$ cat config.mk
export PLATFORM = sky130hd
export DESIGN_NAME = modem_reply_line_matcher_unit_flat
export DESIGN_NICKNAME = d
export VERILOG_FILES = /design/src/mrlm_pkg.sv /design/src/mrlm_if.sv /design/src/mrlm_ram.sv /design/src/mrlm_front.sv /design/src/mrlm_back.sv /design/src/modem_reply_line_matcher_unit.sv /design/src/flat_wrapper.sv
export SDC_FILE = /design/constraint.sdc
export NUM_CORES = 1
export LEC_CHECK = 0
export BUFFER_PORTS_ARGS = -buffer_cell sky130_fd_sc_hd__buf_4
export CORE_ASPECT_RATIO = 0.9
export CORE_MARGIN = 5
export CORE_UTILIZATION = 39
export CTS_CLUSTER_DIAMETER = 40
export CTS_CLUSTER_SIZE = 12
export DETAILED_ROUTE_END_ITERATION = 6
export GPL_ROUTABILITY_DRIVEN = 0
export PLACE_DENSITY = 0.62
export SETUP_SLACK_MARGIN = 0.05
export SKIP_LAST_GASP = 1
export SYNTH_ARGS = -nofsm -noshare
export SYNTH_HDL_FRONTEND = slang
export SYNTH_SLANG_ARGS = --single-unit
$ cat constraint.sdc
create_clock -name clk -period 7.9 [get_ports clk]
set_input_delay 0.395 -clock clk [delete_from_list [all_inputs] [get_ports clk]]
set_output_delay 0.395 -clock clk [all_outputs]
set_load 0.03 [all_outputs]
$ cat src/mrlm_pkg.sv
`timescale 1ns / 1ps
// ----------------------------------------------------------------------------
// mrlm_pkg: shared types and constants of the modem reply line matcher
// Character codes, line kinds, register indexes and the command handed from
// the front end to the delivery engine.
// ----------------------------------------------------------------------------
package mrlm_pkg;

	localparam logic [7:0] CH_GT = 8'h3E;
	localparam logic [7:0] CH_SP = 8'h20;
	localparam logic [7:0] CH_CR = 8'h0D;
	localparam logic [7:0] CH_LF = 8'h0A;

	localparam logic [1:0] KIND_NONE  = 2'd0;
	localparam logic [1:0] KIND_REPLY = 2'd1;
	localparam logic [1:0] KIND_UNSOL = 2'd2;

	localparam logic [1:0] REG_EXP_LO  = 2'd0;
	localparam logic [1:0] REG_EXP_HI  = 2'd1;
	localparam logic [1:0] REG_EXP_LEN = 2'd2;

	localparam int FAIL_LEN   = 12;
	localparam int CLOSED_LEN = 6;
	localparam int WIN_LEN    = 16;
	localparam int MIN_LINE   = 4;
	localparam int UNSOL_LINE = 15;

	localparam logic [8*FAIL_LEN-1:0] FAIL_TEXT = "CONNECT FAIL";
	localparam logic [8*CLOSED_LEN-1:0] CLOSED_TEXT = "CLOSED";

	// command for the back end: a status beat, or a line drain of len bytes
	typedef struct packed {
		logic       drain;
		logic [6:0] len;
		logic [1:0] kind;
		logic       ok;
		logic       err;
		logic       cls;
		logic       prompt;
	} cmd_t;

	typedef struct packed {
		logic [7:0] out_byte;
		logic       byte_valid;
		logic [1:0] line_kind;
		logic       last;
		logic       reply_ok;
		logic       reply_error;
		logic       link_closed;
		logic       prompt_seen;
	} res_t;

endpackage

$ cat src/mrlm_if.sv
`timescale 1ns / 1ps
// ----------------------------------------------------------------------------
// mrlm_in_if / mrlm_out_if: valid-ready channels of the matcher
// Input carries one received byte, output carries one result beat.
// ----------------------------------------------------------------------------
interface mrlm_in_if;
	logic       valid;
	logic       ready;
	logic [7:0] rx_byte;
	modport source (output valid, output rx_byte, input ready);
	modport sink (input valid, input rx_byte, output ready);
endinterface

interface mrlm_out_if;
	logic       valid;
	logic       ready;
	logic [7:0] out_byte;
	logic       byte_valid;
	logic [1:0] line_kind;
	logic       last;
	logic       reply_ok;
	logic       reply_error;
	logic       link_closed;
	logic       prompt_seen;
	modport source (output valid, output out_byte, output byte_valid, output line_kind,
		output last, output reply_ok, output reply_error, output link_closed,
		output prompt_seen, input ready);
	modport sink (input valid, input out_byte, input byte_valid, input line_kind,
		input last, input reply_ok, input reply_error, input link_closed,
		input prompt_seen, output ready);
endinterface

$ cat src/mrlm_ram.sv
`timescale 1ns / 1ps
// ----------------------------------------------------------------------------
// mrlm_ram: generic single-write, single-read RAM
// One write port, one read port with registered read data.
// ----------------------------------------------------------------------------
module mrlm_ram #(
	parameter int WIDTH = 8,
	parameter int DEPTH = 64
) (
	input  logic                     clk,
	input  logic                     we,
	input  logic [$clog2(DEPTH)-1:0] waddr,
	input  logic [WIDTH-1:0]         wdata,
	input  logic [$clog2(DEPTH)-1:0] raddr,
	output logic [WIDTH-1:0]         rdata
);
	logic [WIDTH-1:0] mem_q [DEPTH];

	always_ff @(posedge clk) begin
		if (we) begin
			mem_q[waddr] <= wdata;
		end
		rdata <= mem_q[raddr];
	end
endmodule

$ cat src/mrlm_front.sv
`timescale 1ns / 1ps
// ----------------------------------------------------------------------------
// mrlm_front: byte intake and line classification
// Stores bytes in the line RAM, tracks pattern hits through a tail window and
// issues one command per byte. Takes a byte only while the back end is idle
// and the command queue is empty, since a drain reads the current line.
// ----------------------------------------------------------------------------
module mrlm_front #(
	parameter int LINE_DEPTH  = 64,
	parameter int PATTERN_MAX = 16,
	localparam int AW = $clog2(LINE_DEPTH)
) (
	input  logic                 clk,
	input  logic                 arst_n,
	mrlm_in_if.sink              rx,
	input  logic                 cfg_we,
	input  logic [1:0]           cfg_index,
	input  logic [63:0]          cfg_data,
	input  logic                 may_take,
	output logic                 cmd_push,
	output mrlm_pkg::cmd_t       cmd,
	output logic                 ram_we,
	output logic [AW-1:0]        ram_waddr,
	output logic [7:0]           ram_wdata
);
	logic [63:0] exp_lo_q, exp_hi_q;
	logic [4:0]  exp_len_q;
	logic [6:0]  count_q;
	logic [7:0]  win_q [mrlm_pkg::WIN_LEN];
	logic        exp_found_q, fail_found_q, cls_found_q;

	logic        take;
	logic [6:0]  base, cnt_n;
	logic [7:0]  c, prev;
	logic [7:0]  nw [mrlm_pkg::WIN_LEN];
	logic [127:0] pat;
	logic [4:0]  plen;
	logic        hit_exp, hit_fail, hit_cls, e_f, f_f, c_f, has_prev;

	assign take = rx.valid && rx.ready;
	assign rx.ready = may_take;
	assign c = rx.rx_byte;
	assign pat = {exp_hi_q, exp_lo_q};

	always_comb begin
		base = (count_q >= 7'(LINE_DEPTH)) ? 7'd0 : count_q;
		cnt_n = base + 7'd1;
		nw[0] = c;
		for (int i = 1; i < mrlm_pkg::WIN_LEN; i++) begin
			nw[i] = win_q[i-1];
		end
		plen = (exp_len_q > 5'(PATTERN_MAX)) ? 5'(PATTERN_MAX) : exp_len_q;
		hit_exp = ({2'd0, plen} <= cnt_n);
		for (int i = 0; i < mrlm_pkg::WIN_LEN; i++) begin
			if (5'(i) < plen && nw[4'(plen - 5'd1 - 5'(i))] != pat[8*i +: 8]) begin
				hit_exp = 1'b0;
			end
		end
		hit_fail = (cnt_n >= 7'(mrlm_pkg::FAIL_LEN));
		for (int i = 0; i < mrlm_pkg::FAIL_LEN; i++) begin
			if (nw[i] != mrlm_pkg::FAIL_TEXT[8*i +: 8]) hit_fail = 1'b0;
		end
		hit_cls = (cnt_n >= 7'(mrlm_pkg::CLOSED_LEN));
		for (int i = 0; i < mrlm_pkg::CLOSED_LEN; i++) begin
			if (nw[i] != mrlm_pkg::CLOSED_TEXT[8*i +: 8]) hit_cls = 1'b0;
		end
		e_f = (exp_found_q && base != 7'd0) || hit_exp;
		f_f = (fail_found_q && base != 7'd0) || hit_fail;
		c_f = (cls_found_q && base != 7'd0) || hit_cls;
		has_prev = (cnt_n >= 7'd2);
		prev = has_prev ? win_q[0] : 8'd0;
	end

	logic new_line;
	always_comb begin
		cmd = '0;
		new_line = 1'b0;
		priority if (has_prev && prev == mrlm_pkg::CH_GT && c == mrlm_pkg::CH_SP) begin
			new_line = 1'b1;
			cmd.ok = 1'b1;
			cmd.prompt = 1'b1;
		end else if (has_prev && prev == mrlm_pkg::CH_CR && c == mrlm_pkg::CH_LF) begin
			new_line = 1'b1;
			if (cnt_n >= 7'(mrlm_pkg::MIN_LINE)) begin
				if (e_f) begin
					cmd.drain = 1'b1;
					cmd.len = cnt_n;
					cmd.kind = mrlm_pkg::KIND_REPLY;
					cmd.ok = 1'b1;
				end else begin
					cmd.err = f_f;
					cmd.cls = c_f;
				end
			end
		end else if (cnt_n > 7'(mrlm_pkg::UNSOL_LINE) && prev != mrlm_pkg::CH_CR
				&& c == mrlm_pkg::CH_LF) begin
			new_line = 1'b1;
			cmd.drain = 1'b1;
			cmd.len = cnt_n;
			cmd.kind = mrlm_pkg::KIND_UNSOL;
		end
	end

	assign cmd_push = take;
	assign ram_we = take;
	assign ram_waddr = base[AW-1:0];
	assign ram_wdata = c;

	always_ff @(posedge clk or negedge arst_n) begin
		if (!arst_n) begin
			exp_lo_q <= 64'd19279;
			exp_hi_q <= 64'd0;
			exp_len_q <= 5'd2;
			count_q <= '0;
			exp_found_q <= 1'b0;
			fail_found_q <= 1'b0;
			cls_found_q <= 1'b0;
			for (int i = 0; i < mrlm_pkg::WIN_LEN; i++) win_q[i] <= '0;
		end else begin
			if (cfg_we) begin
				unique case (cfg_index)
					mrlm_pkg::REG_EXP_LO:  exp_lo_q <= cfg_data;
					mrlm_pkg::REG_EXP_HI:  exp_hi_q <= cfg_data;
					mrlm_pkg::REG_EXP_LEN: exp_len_q <= cfg_data[4:0];
					default: ;
				endcase
			end
			if (take) begin
				for (int i = 0; i < mrlm_pkg::WIN_LEN; i++) win_q[i] <= nw[i];
				count_q <= new_line ? 7'd0 : cnt_n;
				exp_found_q <= new_line ? 1'b0 : e_f;
				fail_found_q <= new_line ? 1'b0 : f_f;
				cls_found_q <= new_line ? 1'b0 : c_f;
			end
		end
	end

	assert property (@(posedge clk) disable iff (!arst_n)
		count_q <= 7'(LINE_DEPTH))
		else $error("line count beyond store depth");
	assert property (@(posedge clk) disable iff (!arst_n)
		take && cmd.drain |-> !cmd.prompt && cmd.len >= 7'(mrlm_pkg::MIN_LINE))
		else $error("bad drain command");
	assert property (@(posedge clk) disable iff (!arst_n)
		take && new_line |=> count_q == 7'd0)
		else $error("line not restarted");
endmodule

$ cat src/mrlm_back.sv
`timescale 1ns / 1ps
// ----------------------------------------------------------------------------
// mrlm_back: result delivery
// Pops commands from a two-entry queue; a status command gives one beat, a
// drain command reads the line RAM and gives one beat per stored byte.
// ----------------------------------------------------------------------------
module mrlm_back #(
	parameter int LINE_DEPTH = 64,
	localparam int AW = $clog2(LINE_DEPTH)
) (
	input  logic           clk,
	input  logic           arst_n,
	input  logic           cmd_push,
	input  mrlm_pkg::cmd_t cmd,
	output logic           idle,
	output logic [AW-1:0]  ram_raddr,
	input  logic [7:0]     ram_rdata,
	mrlm_out_if.source     tx
);
	localparam logic [1:0] ST_IDLE = 2'd0;
	localparam logic [1:0] ST_READ = 2'd1;
	localparam logic [1:0] ST_SEND = 2'd2;

	mrlm_pkg::cmd_t q_q [2];
	logic [1:0]     q_cnt_q;
	logic           q_rd_q, q_wr_q;
	logic [1:0]     state_q;
	mrlm_pkg::cmd_t cur_q;
	logic [6:0]     idx_q;
	logic           ov_q;
	mrlm_pkg::res_t res_q;
	mrlm_pkg::res_t res_n;
	logic           pop, fin, load;

	assign idle = (q_cnt_q == 2'd0) && (state_q == ST_IDLE) && !ov_q;
	assign pop = (state_q == ST_IDLE) && (q_cnt_q != 2'd0);
	assign ram_raddr = idx_q[AW-1:0];
	assign fin = (idx_q + 7'd1 == cur_q.len);
	assign load = (state_q == ST_SEND) && (!ov_q || tx.ready);

	assign tx.valid = ov_q;
	assign tx.out_byte = res_q.out_byte;
	assign tx.byte_valid = res_q.byte_valid;
	assign tx.line_kind = res_q.line_kind;
	assign tx.last = res_q.last;
	assign tx.reply_ok = res_q.reply_ok;
	assign tx.reply_error = res_q.reply_error;
	assign tx.link_closed = res_q.link_closed;
	assign tx.prompt_seen = res_q.prompt_seen;

	always_comb begin
		res_n = '0;
		res_n.last = !cur_q.drain || fin;
		if (cur_q.drain) begin
			res_n.out_byte = ram_rdata;
			res_n.byte_valid = 1'b1;
			res_n.line_kind = cur_q.kind;
			res_n.reply_ok = fin && cur_q.ok;
		end else begin
			res_n.reply_ok = cur_q.ok;
			res_n.reply_error = cur_q.err;
			res_n.link_closed = cur_q.cls;
			res_n.prompt_seen = cur_q.prompt;
		end
	end

	always_ff @(posedge clk) begin
		if (cmd_push) q_q[q_wr_q] <= cmd;
	end

	always_ff @(posedge clk or negedge arst_n) begin
		if (!arst_n) begin
			q_cnt_q <= '0;
			q_rd_q <= 1'b0;
			q_wr_q <= 1'b0;
			state_q <= ST_IDLE;
			cur_q <= '0;
			idx_q <= '0;
			ov_q <= 1'b0;
			res_q <= '0;
		end else begin
			// hold the beat while the receiver stalls
			ov_q <= load || (ov_q && !tx.ready);
			if (load) res_q <= res_n;
			if (cmd_push) q_wr_q <= !q_wr_q;
			if (pop) q_rd_q <= !q_rd_q;
			q_cnt_q <= q_cnt_q + 2'(cmd_push) - 2'(pop);
			unique case (state_q)
				ST_IDLE: begin
					if (pop) begin
						cur_q <= q_q[q_rd_q];
						idx_q <= '0;
						state_q <= q_q[q_rd_q].drain ? ST_READ : ST_SEND;
					end
				end
				ST_READ: state_q <= ST_SEND;
				ST_SEND: begin
					if (load) begin
						if (cur_q.drain && !fin) begin
							idx_q <= idx_q + 7'd1;
							state_q <= ST_READ;
						end else begin
							state_q <= ST_IDLE;
						end
					end
				end
				default: state_q <= ST_IDLE;
			endcase
		end
	end

	assert property (@(posedge clk) disable iff (!arst_n) q_cnt_q <= 2'd2)
		else $error("command queue overflow");
	assert property (@(posedge clk) disable iff (!arst_n)
		tx.valid && tx.byte_valid |-> tx.line_kind != mrlm_pkg::KIND_NONE)
		else $error("byte beat without line kind");
	assert property (@(posedge clk) disable iff (!arst_n)
		tx.valid && !tx.last |-> !tx.reply_ok && !tx.reply_error && !tx.prompt_seen)
		else $error("flags on a non-final beat");
endmodule

$ cat src/modem_reply_line_matcher_unit.sv
`timescale 1ns / 1ps
// ----------------------------------------------------------------------------
// modem_reply_line_matcher_unit: modem reply line matcher, top level
// Usage: bytes from the modem enter on rx (valid/ready). Each byte yields
// results on tx: a single status beat with last set, or for a delivered line
// one beat per stored byte, last on the final one, and reply_ok too for a reply.
// A status beat is loaded into the output register once its command is popped
// from the queue. A delivered line drains one beat at a time, each by a line
// RAM read, then the output register.
// The next byte is taken only once all results of the last one have been
// accepted from the output register, since a drain reads the current line.
// Config writes (cfg_we, cfg_index, cfg_data) go straight to the registers
// and are meant for idle time.
// Reset clears the line, window and flags and restores the default reply
// pattern "OK"; no clearing pass is needed.
// A stalled receiver holds the output register; rx waits until it drains.
// ----------------------------------------------------------------------------
module modem_reply_line_matcher_unit #(
	parameter int LINE_DEPTH  = 64,
	parameter int PATTERN_MAX = 16
) (
	input  logic        clk,
	input  logic        arst_n,
	input  logic        cfg_we,
	input  logic [1:0]  cfg_index,
	input  logic [63:0] cfg_data,
	mrlm_in_if.sink     rx,
	mrlm_out_if.source  tx
);
	localparam int AW = $clog2(LINE_DEPTH);

	logic           may_take, cmd_push, ram_we, idle;
	mrlm_pkg::cmd_t cmd;
	logic [AW-1:0]  ram_waddr, ram_raddr;
	logic [7:0]     ram_wdata, ram_rdata;

	// take a byte only when the previous one has been fully issued
	assign may_take = idle;

	mrlm_front #(.LINE_DEPTH(LINE_DEPTH), .PATTERN_MAX(PATTERN_MAX)) u_front (
		.clk, .arst_n, .rx, .cfg_we, .cfg_index, .cfg_data, .may_take,
		.cmd_push, .cmd, .ram_we, .ram_waddr, .ram_wdata
	);

	mrlm_ram #(.WIDTH(8), .DEPTH(LINE_DEPTH)) u_ram (
		.clk, .we(ram_we), .waddr(ram_waddr), .wdata(ram_wdata),
		.raddr(ram_raddr), .rdata(ram_rdata)
	);

	mrlm_back #(.LINE_DEPTH(LINE_DEPTH)) u_back (
		.clk, .arst_n, .cmd_push, .cmd, .idle, .ram_raddr, .ram_rdata, .tx
	);
endmodule

$ cat src/flat_wrapper.sv
// flat-port wrapper written by rule: the top's interface ports become plain ports
module modem_reply_line_matcher_unit_flat 
#(
	parameter int LINE_DEPTH  = 64,
	parameter int PATTERN_MAX = 16
)
  (clk, arst_n, cfg_we, cfg_index, cfg_data, rx_valid, rx_rx_byte, rx_ready, tx_valid, tx_out_byte, tx_byte_valid, tx_line_kind, tx_last, tx_reply_ok, tx_reply_error, tx_link_closed, tx_prompt_seen, tx_ready);
  mrlm_in_if rx_i ();
  mrlm_out_if tx_i ();
  input  logic clk;
  input  logic arst_n;
  input  logic cfg_we;
  input  logic [1:0] cfg_index;
  input  logic [63:0] cfg_data;
  input wire logic [$bits(rx_i.valid)-1:0] rx_valid;
  input wire logic [$bits(rx_i.rx_byte)-1:0] rx_rx_byte;
  output wire logic [$bits(rx_i.ready)-1:0] rx_ready;
  output wire logic [$bits(tx_i.valid)-1:0] tx_valid;
  output wire logic [$bits(tx_i.out_byte)-1:0] tx_out_byte;
  output wire logic [$bits(tx_i.byte_valid)-1:0] tx_byte_valid;
  output wire logic [$bits(tx_i.line_kind)-1:0] tx_line_kind;
  output wire logic [$bits(tx_i.last)-1:0] tx_last;
  output wire logic [$bits(tx_i.reply_ok)-1:0] tx_reply_ok;
  output wire logic [$bits(tx_i.reply_error)-1:0] tx_reply_error;
  output wire logic [$bits(tx_i.link_closed)-1:0] tx_link_closed;
  output wire logic [$bits(tx_i.prompt_seen)-1:0] tx_prompt_seen;
  input wire logic [$bits(tx_i.ready)-1:0] tx_ready;
  assign rx_i.valid = rx_valid;
  assign rx_i.rx_byte = rx_rx_byte;
  assign rx_ready = rx_i.ready;
  assign tx_valid = tx_i.valid;
  assign tx_out_byte = tx_i.out_byte;
  assign tx_byte_valid = tx_i.byte_valid;
  assign tx_line_kind = tx_i.line_kind;
  assign tx_last = tx_i.last;
  assign tx_reply_ok = tx_i.reply_ok;
  assign tx_reply_error = tx_i.reply_error;
  assign tx_link_closed = tx_i.link_closed;
  assign tx_prompt_seen = tx_i.prompt_seen;
  assign tx_i.ready = tx_ready;
  modem_reply_line_matcher_unit #(.LINE_DEPTH(LINE_DEPTH), .PATTERN_MAX(PATTERN_MAX)) u_core (.clk(clk), .arst_n(arst_n), .cfg_we(cfg_we), .cfg_index(cfg_index), .cfg_data(cfg_data), .rx(rx_i), .tx(tx_i));
endmodule
# Yosys cells after proc, flatten, opt, wreduce, memory -nomap -nowiden
# Memory sizes are Yosys's and may differ from the RTL's. A register that Yosys moved wholly into a read port is not among the register bits.
# Index checks and enable logic that the tools add are counted.
[op_classes]
bitwise_logic = 16
n_eq_ne = 47
n_div = 0
n_reduce_logical = 57
n_lt_le_gt_ge = 40
shift = 0
multipliers = 0
muxes = 116
n_addsub = 20
[op_table]
columns = ["op", "n"]
rows = [
  ["8-bit binary-select mux with 4-bit select", 16],
  ["8-bit 2-to-1 mux", 33],
  ["8-bit by 7-bit inequality test with 1-bit output (second input constant)", 17],
  ["8-bit inequality test", 16],
  ["5-bit >= comparator (second input constant)", 16],
  ["4-bit inverter with 5-bit output", 16],
  ["1-bit 2-to-1 mux", 46],
  ["4-bit by 5-bit less-than comparator with 1-bit output (first input constant)", 8],
  ["7-bit 2-to-1 mux", 5],
  ["1-bit logical AND", 33],
  ["4-bit subtractor (second input constant)", 8],
  ["10-bit 2-to-1 mux", 3],
  ["11-bit 2-to-1 mux", 2],
  ["3-bit by 5-bit less-than comparator with 1-bit output (first input constant)", 4],
  ["8-bit by 4-bit equality test with 1-bit output (second input constant)", 2],
  ["8-bit by 6-bit equality test with 1-bit output (second input constant)", 2],
  ["4-bit by 3-bit subtractor with 4-bit output (second input constant)", 4],
  ["7-bit by 1-bit adder with 7-bit output (second input constant)", 2],
  ["7-bit by 3-bit >= comparator with 1-bit output (second input constant)", 2],
  ["7-bit one-hot mux with 2 select lines", 1],
  ["13-bit 2-to-1 mux", 1],
  ["1-bit by 5-bit less-than comparator with 1-bit output (first input constant)", 2],
  ["2-bit by 5-bit less-than comparator with 1-bit output (first input constant)", 2],
  ["2-bit 2-to-1 mux", 5],
  ["other kinds (27)", 50],
]
[word_totals]
word_cells = 341
ramBits = 540
latch_bits = 0
regBits = 307
rom_bits = 0
memories = 2
inputBits = 79
output_inout_bits = 18
[mem_list]
columns = ["memory", "words", "width", "read_ports", "rd_ports_with_merged_regs", "wr", "line", "source"]
rows = [
  ["u_core.u_ram.mem_q", 64, 8, 1, 1, 1, "mrlm_ram.sv:17", "logic [WIDTH-1:0] mem_q [DEPTH];"],
  ["u_core.u_back.q_q", 2, 14, 1, 0, 1, "mrlm_back.sv:24", "mrlm_pkg::cmd_t q_q [2];"],
]

# Longest topological paths before layout
[logic_depth]
depth_word = 30
ltp_mapped = 25

# By module
# Synthesis repeated with hierarchy kept, for this count alone.
[unflattened]
hier_cells = 3194
area_unflattened_um2 = 44338.8
[modules_own_cells]
columns = ["module", "area_each_um2", "seq_area_each_um2", "instances", "cells_each"]
rows = [
  ["mrlm_front", 21179.1, 6593.8, 1, 2004],
  ["mrlm_ram", 20166.8, 15534.9, 1, 940],
  ["mrlm_back", 2992.9, 1941.9, 1, 250],
]

# Least setup slack after synthesis
# Ideal clock, no wire load.
[synth_timing]
kind = "register -> register"
from = "register u_core.u_front.exp_len_q[0]"
to = "memory u_core.u_back.q_q[0][2] in the netlist's numbering (data pin)"
stages_incl_launch_ff = 25
arrival_time_ns = 5.986
path_slack_ns = 1.655
setup_time_ns = 0.259
path_cell_list = "dfrtp_1 nor2b_2 inv_2 buf_4 buf_2 clkbuf_1 clkbuf_1 ha_1 xnor2_4 clkinv_1 buf_2 clkbuf_1 ha_1 or4_1 buf_2 nand2_2 buf_6 nand2_1 a32o_1 a211oi_2 xnor2_1 or4_1 a2111oi_4 nand4_1 and4_1"
[synth_lines]
columns = ["element", "line", "source"]
rows = [
  ["start, declared", "mrlm_front.sv:27", "logic [4:0] exp_len_q;"],
  ["start signal, assigned", "mrlm_front.sv:124", "mrlm_pkg::REG_EXP_LEN: exp_len_q <= cfg_data[4:0];"],
  ["end, declared", "mrlm_back.sv:24", ""],
]

==> impl_metrics.json <==
{
  "status": "complete, but fails checks",
  "violations": "max-capacitance violations, max-slew violations",
  "yosys_most_used_dff": "edfxtp_1",
  "hold-path-endpoint": "u_core.u_ram.mem_q[29][2]",
  "worstSetupStartpoint": "u_core.u_front.exp_len_q[4]",
  "critPathKind": "register to register",
  "dp_slack_ps": 1250,
  "grt_first_pass_wirelength_um": 206000,
  "nNetsFinal": 3580,
  "synth_seq_cells": 855,
  "ir_worst_vdd_mv": 0.186,
  "core_area_um2": 113000,
  "cts_setup_buffers": 0,
  "rsz0062_at_grt": "false",
  "cts_tree": "built",
  "p_per_area_nw_per_um2": 348,
  "drive_above_1_share": 0.221,
  "cp.arrival_ps": 7480,
  "start_kind": "register",
  "dp_hpwl_um": 93800,
  "die_w_um": 366,
  "tightestPinTransition_ps": 1570,
  "ios": 97,
  "drc": 0,
  "fp-row-count": 117,
  "reg2reg_from": "u_core.u_front.exp_len_q[4]",
  "numCtsBuffers": 113,
  "vias": 31050,
  "relSlewSlack": -0.0571,
  "hold_class": "input port to register",
  "synth_area_um2": 44400,
  "nFillCells": 10023,
  "wl_met3_um": 15600,
  "cts.htree.levels": 3,
  "holdPathStages": 1,
  "die-area_um2": 121000,
  "r2r_slack_ps": 970,
  "setup_viol": 0,
  "wl_um": 140000,
  "r2r_cells": 17,
  "tns_ps": 0,
  "post-synth-top-area-cell": "edfxtp_1",
  "overflow": 0,
  "synth_edf_count": 540,
  "post-route-period-util": 0.877,
  "regArea_um2": 24100,
  "antenna_found_initial": 6,
  "wl_met2_um": 60700,
  "grt_max_degree": 109,
  "clockBufferDepth": 3,
  "synthDominantCellAreaShare": 0.365,
  "r2r_end": "u_core.u_back.q_q[1][7]",
  "cap_viol_max_count": 1,
  "leakage_nw": 19.0,
  "areaGrowthSynthToFinish_pct": 15.0,
  "fp.dieH_um": 330,
  "critPathMaxFanout": 33,
  "fmax_ghz": 0.144,
  "drv_slew": 5,
  "layout_setup_ws_ps": 970,
  "fin_crit_ps": 6930,
  "met1Wirelength_um": 58100,
  "final_cell_mix": "540 x edfxtp_1, 462 x nand2_1, 292 x dfrtp_1",
  "syn_nets": 3518,
  "clk_latency_ps": 720,
  "final_common_cell": "edfxtp_1",
  "finalHoldViolCount": 0,
  "worstHoldStart": "rx_rx_byte[2]",
  "clock_skew_ps": 61.3,
  "clock-sinks": 855,
  "first_pass_iters": 6,
  "synthCells": 3421,
  "grt_usage": 0.227,
  "path_clk_slew_ps": 60,
  "clock-root-buffer": "clkbuf_16",
  "final_antenna_net_count": 0,
  "first_iter_violations": 4214,
  "detail_route.vias_per_cell": 6.12,
  "syn_area_per_cell_um2": 13.0,
  "start_util": 0.393,
  "yosysWarnings": 0,
  "multi_input_area_um2": 19100,
  "grt_pass1_vias": 29556,
  "crit_path_end_kind": "register",
  "wl_per_cell_um": 27.6,
  "ys_seq_area_frac": 0.542,
  "required_ps": 8450,
  "routed.top_layer": "met5",
  "yosys-top-cells-area": "edfxtp_1 36%, dfrtp_1 17%, mux4_2 12%",
  "portBuffers": 96,
  "synthDistinctLibCells": 91,
  "async_reset_ff_frac": 0.359
}
[per-layer routing]
layer	global-route usage	vias up
met3	0.0632	362
met1	0.324	15663
li1	-	13190
met4	0.0762	2
met2	0.337	1833
met5	0	-
[state kept, by name (all words and copies together) (netlist names), 8 cells and up]
name,cells
u_core.u_back.tx.out_byte,8
u_core.u_back.cur_q,14
u_core.u_front.exp_hi_q,64
u_core.u_ram.mem_q,512
u_core.u_back.q_q,28
u_core.u_front.nw,120
u_core.u_front.exp_lo_q,64
u_core.u_ram.rdata,8
[cells in the mapped netlist (14+ instances only)]
cell type,instances
buf_1,22
nand3_1,80
nand2_1,463
o22ai_1,33
mux4_2,244
or4_1,23
clkbuf_1,183
a21oi_1,55
buf_4,14
a22oi_1,25
edfxtp_1,540
nand2b_1,15
mux2_2,149
xor2_1,50
a211oi_1,43
a2111oi_0,18
inv_1,37
nor4_1,31
ha_1,18
mux2i_1,266
o21bai_1,16
buf_2,51
nor3b_1,23
nor2_1,186
dfrtp_1,297
nor2b_1,14
and3_1,26
nand4_1,24
nor3_1,46
xnor2_1,82
o21ai_0,77
a2bb2oi_1,20
o211ai_1,22
[how the worst max path moves through the flow]
| stage | slack [ps] | end | depth (start not counted) |
|---|---|---|---|
| global placement | 1240 | u_core.u_back.q_q[0][7] | 14 |
| floorplan | 1650 | u_core.u_back.q_q[0][2] | 24 |
| detailed placement | 1250 | u_core.u_back.q_q[1][7] | 17 |
| global route | 770 | u_core.u_back.q_q[0][6] | 17 |
| finish | 970 | u_core.u_back.q_q[1][7] | 17 |
| CTS | 1250 | u_core.u_back.q_q[0][7] | 17 |
[report_power, final]
part / internal, mW / switching (mW) / total (mW)
logic: 2.66 / 3.66 / 6.32
registers: 5.17 / 0.898 / 6.07
clock network: 3.31 / 2.07 / 5.38
total: 11.1 / 6.64 / 17.8
[logic make-up (layout without fill, tap and decap cells)]
logic type / Yosys count / in the layout / synth area share
xor+xnor: 134 / 134 / 0.0270
fa+ha+maj: 18 / 18 / 0.00507
flops: 855 / 855 / 0.542
simple gates: 1013 / 1013 / 0.107
other cells: 0 / 4 / 0
buf+inv: 320 / 481 / 0.0303
compound gates: 422 / 422 / 0.0674
mux: 659 / 659 / 0.221
[layout make-up]
class / count / area share
diodes: 4 / 0.000196
flip-flops and latches: 855 / 0.471
inverters: 44 / 0.00338
clock buffers: 139 / 0.0580
repair buffers: 223 / 0.0364
well taps: 1487 / 0.0364
clock inverters: 75 / 0.0209
multi-input cells: 2246 / 0.374
[critical path, cell delays in order, from the launching register on]
cell      delay [ps]
dfrtp_2          440
nor2b_4          150
inv_4            170
ha_1             330
xnor2_4          750
clkinv_1         250
buf_4            330
ha_1             250
a21oi_1          450
xnor2_2          430
or4_1            630
nand4_1          120
nand4_1          110
or4_1            530
or4_1            570
a211oi_2         480
nand4_2          440
a21oi_1          340
[per-stage QoR]
| step | hold WS, ps | std cells | cell area (um2) | utilization | power, mW |
|---|---|---|---|---|---|
| floorplan | 99.4 | 3421 | 44400 | - | 10.2 |
| global placement | 438 | 4789 | 46400 | 0.410 | 12.2 |
| detailed placement | 445 | 4789 | 46400 | 0.410 | 12.3 |
| CTS | 27.0 | 5069 | 51100 | 0.452 | 17.7 |
| global route | 37.7 | 5069 | 51100 | 0.452 | 18.5 |
| finish | 54.9 | 5073 | 51100 | 0.452 | 17.8 |
[repair_timing]
action,CTS,global route
gates resized for setup,0,0
hold buffers,66,0
hold endpoints to repair,231,0
endpoints found under the setup margin,0,0
Power figures use the tool's default switching activity.
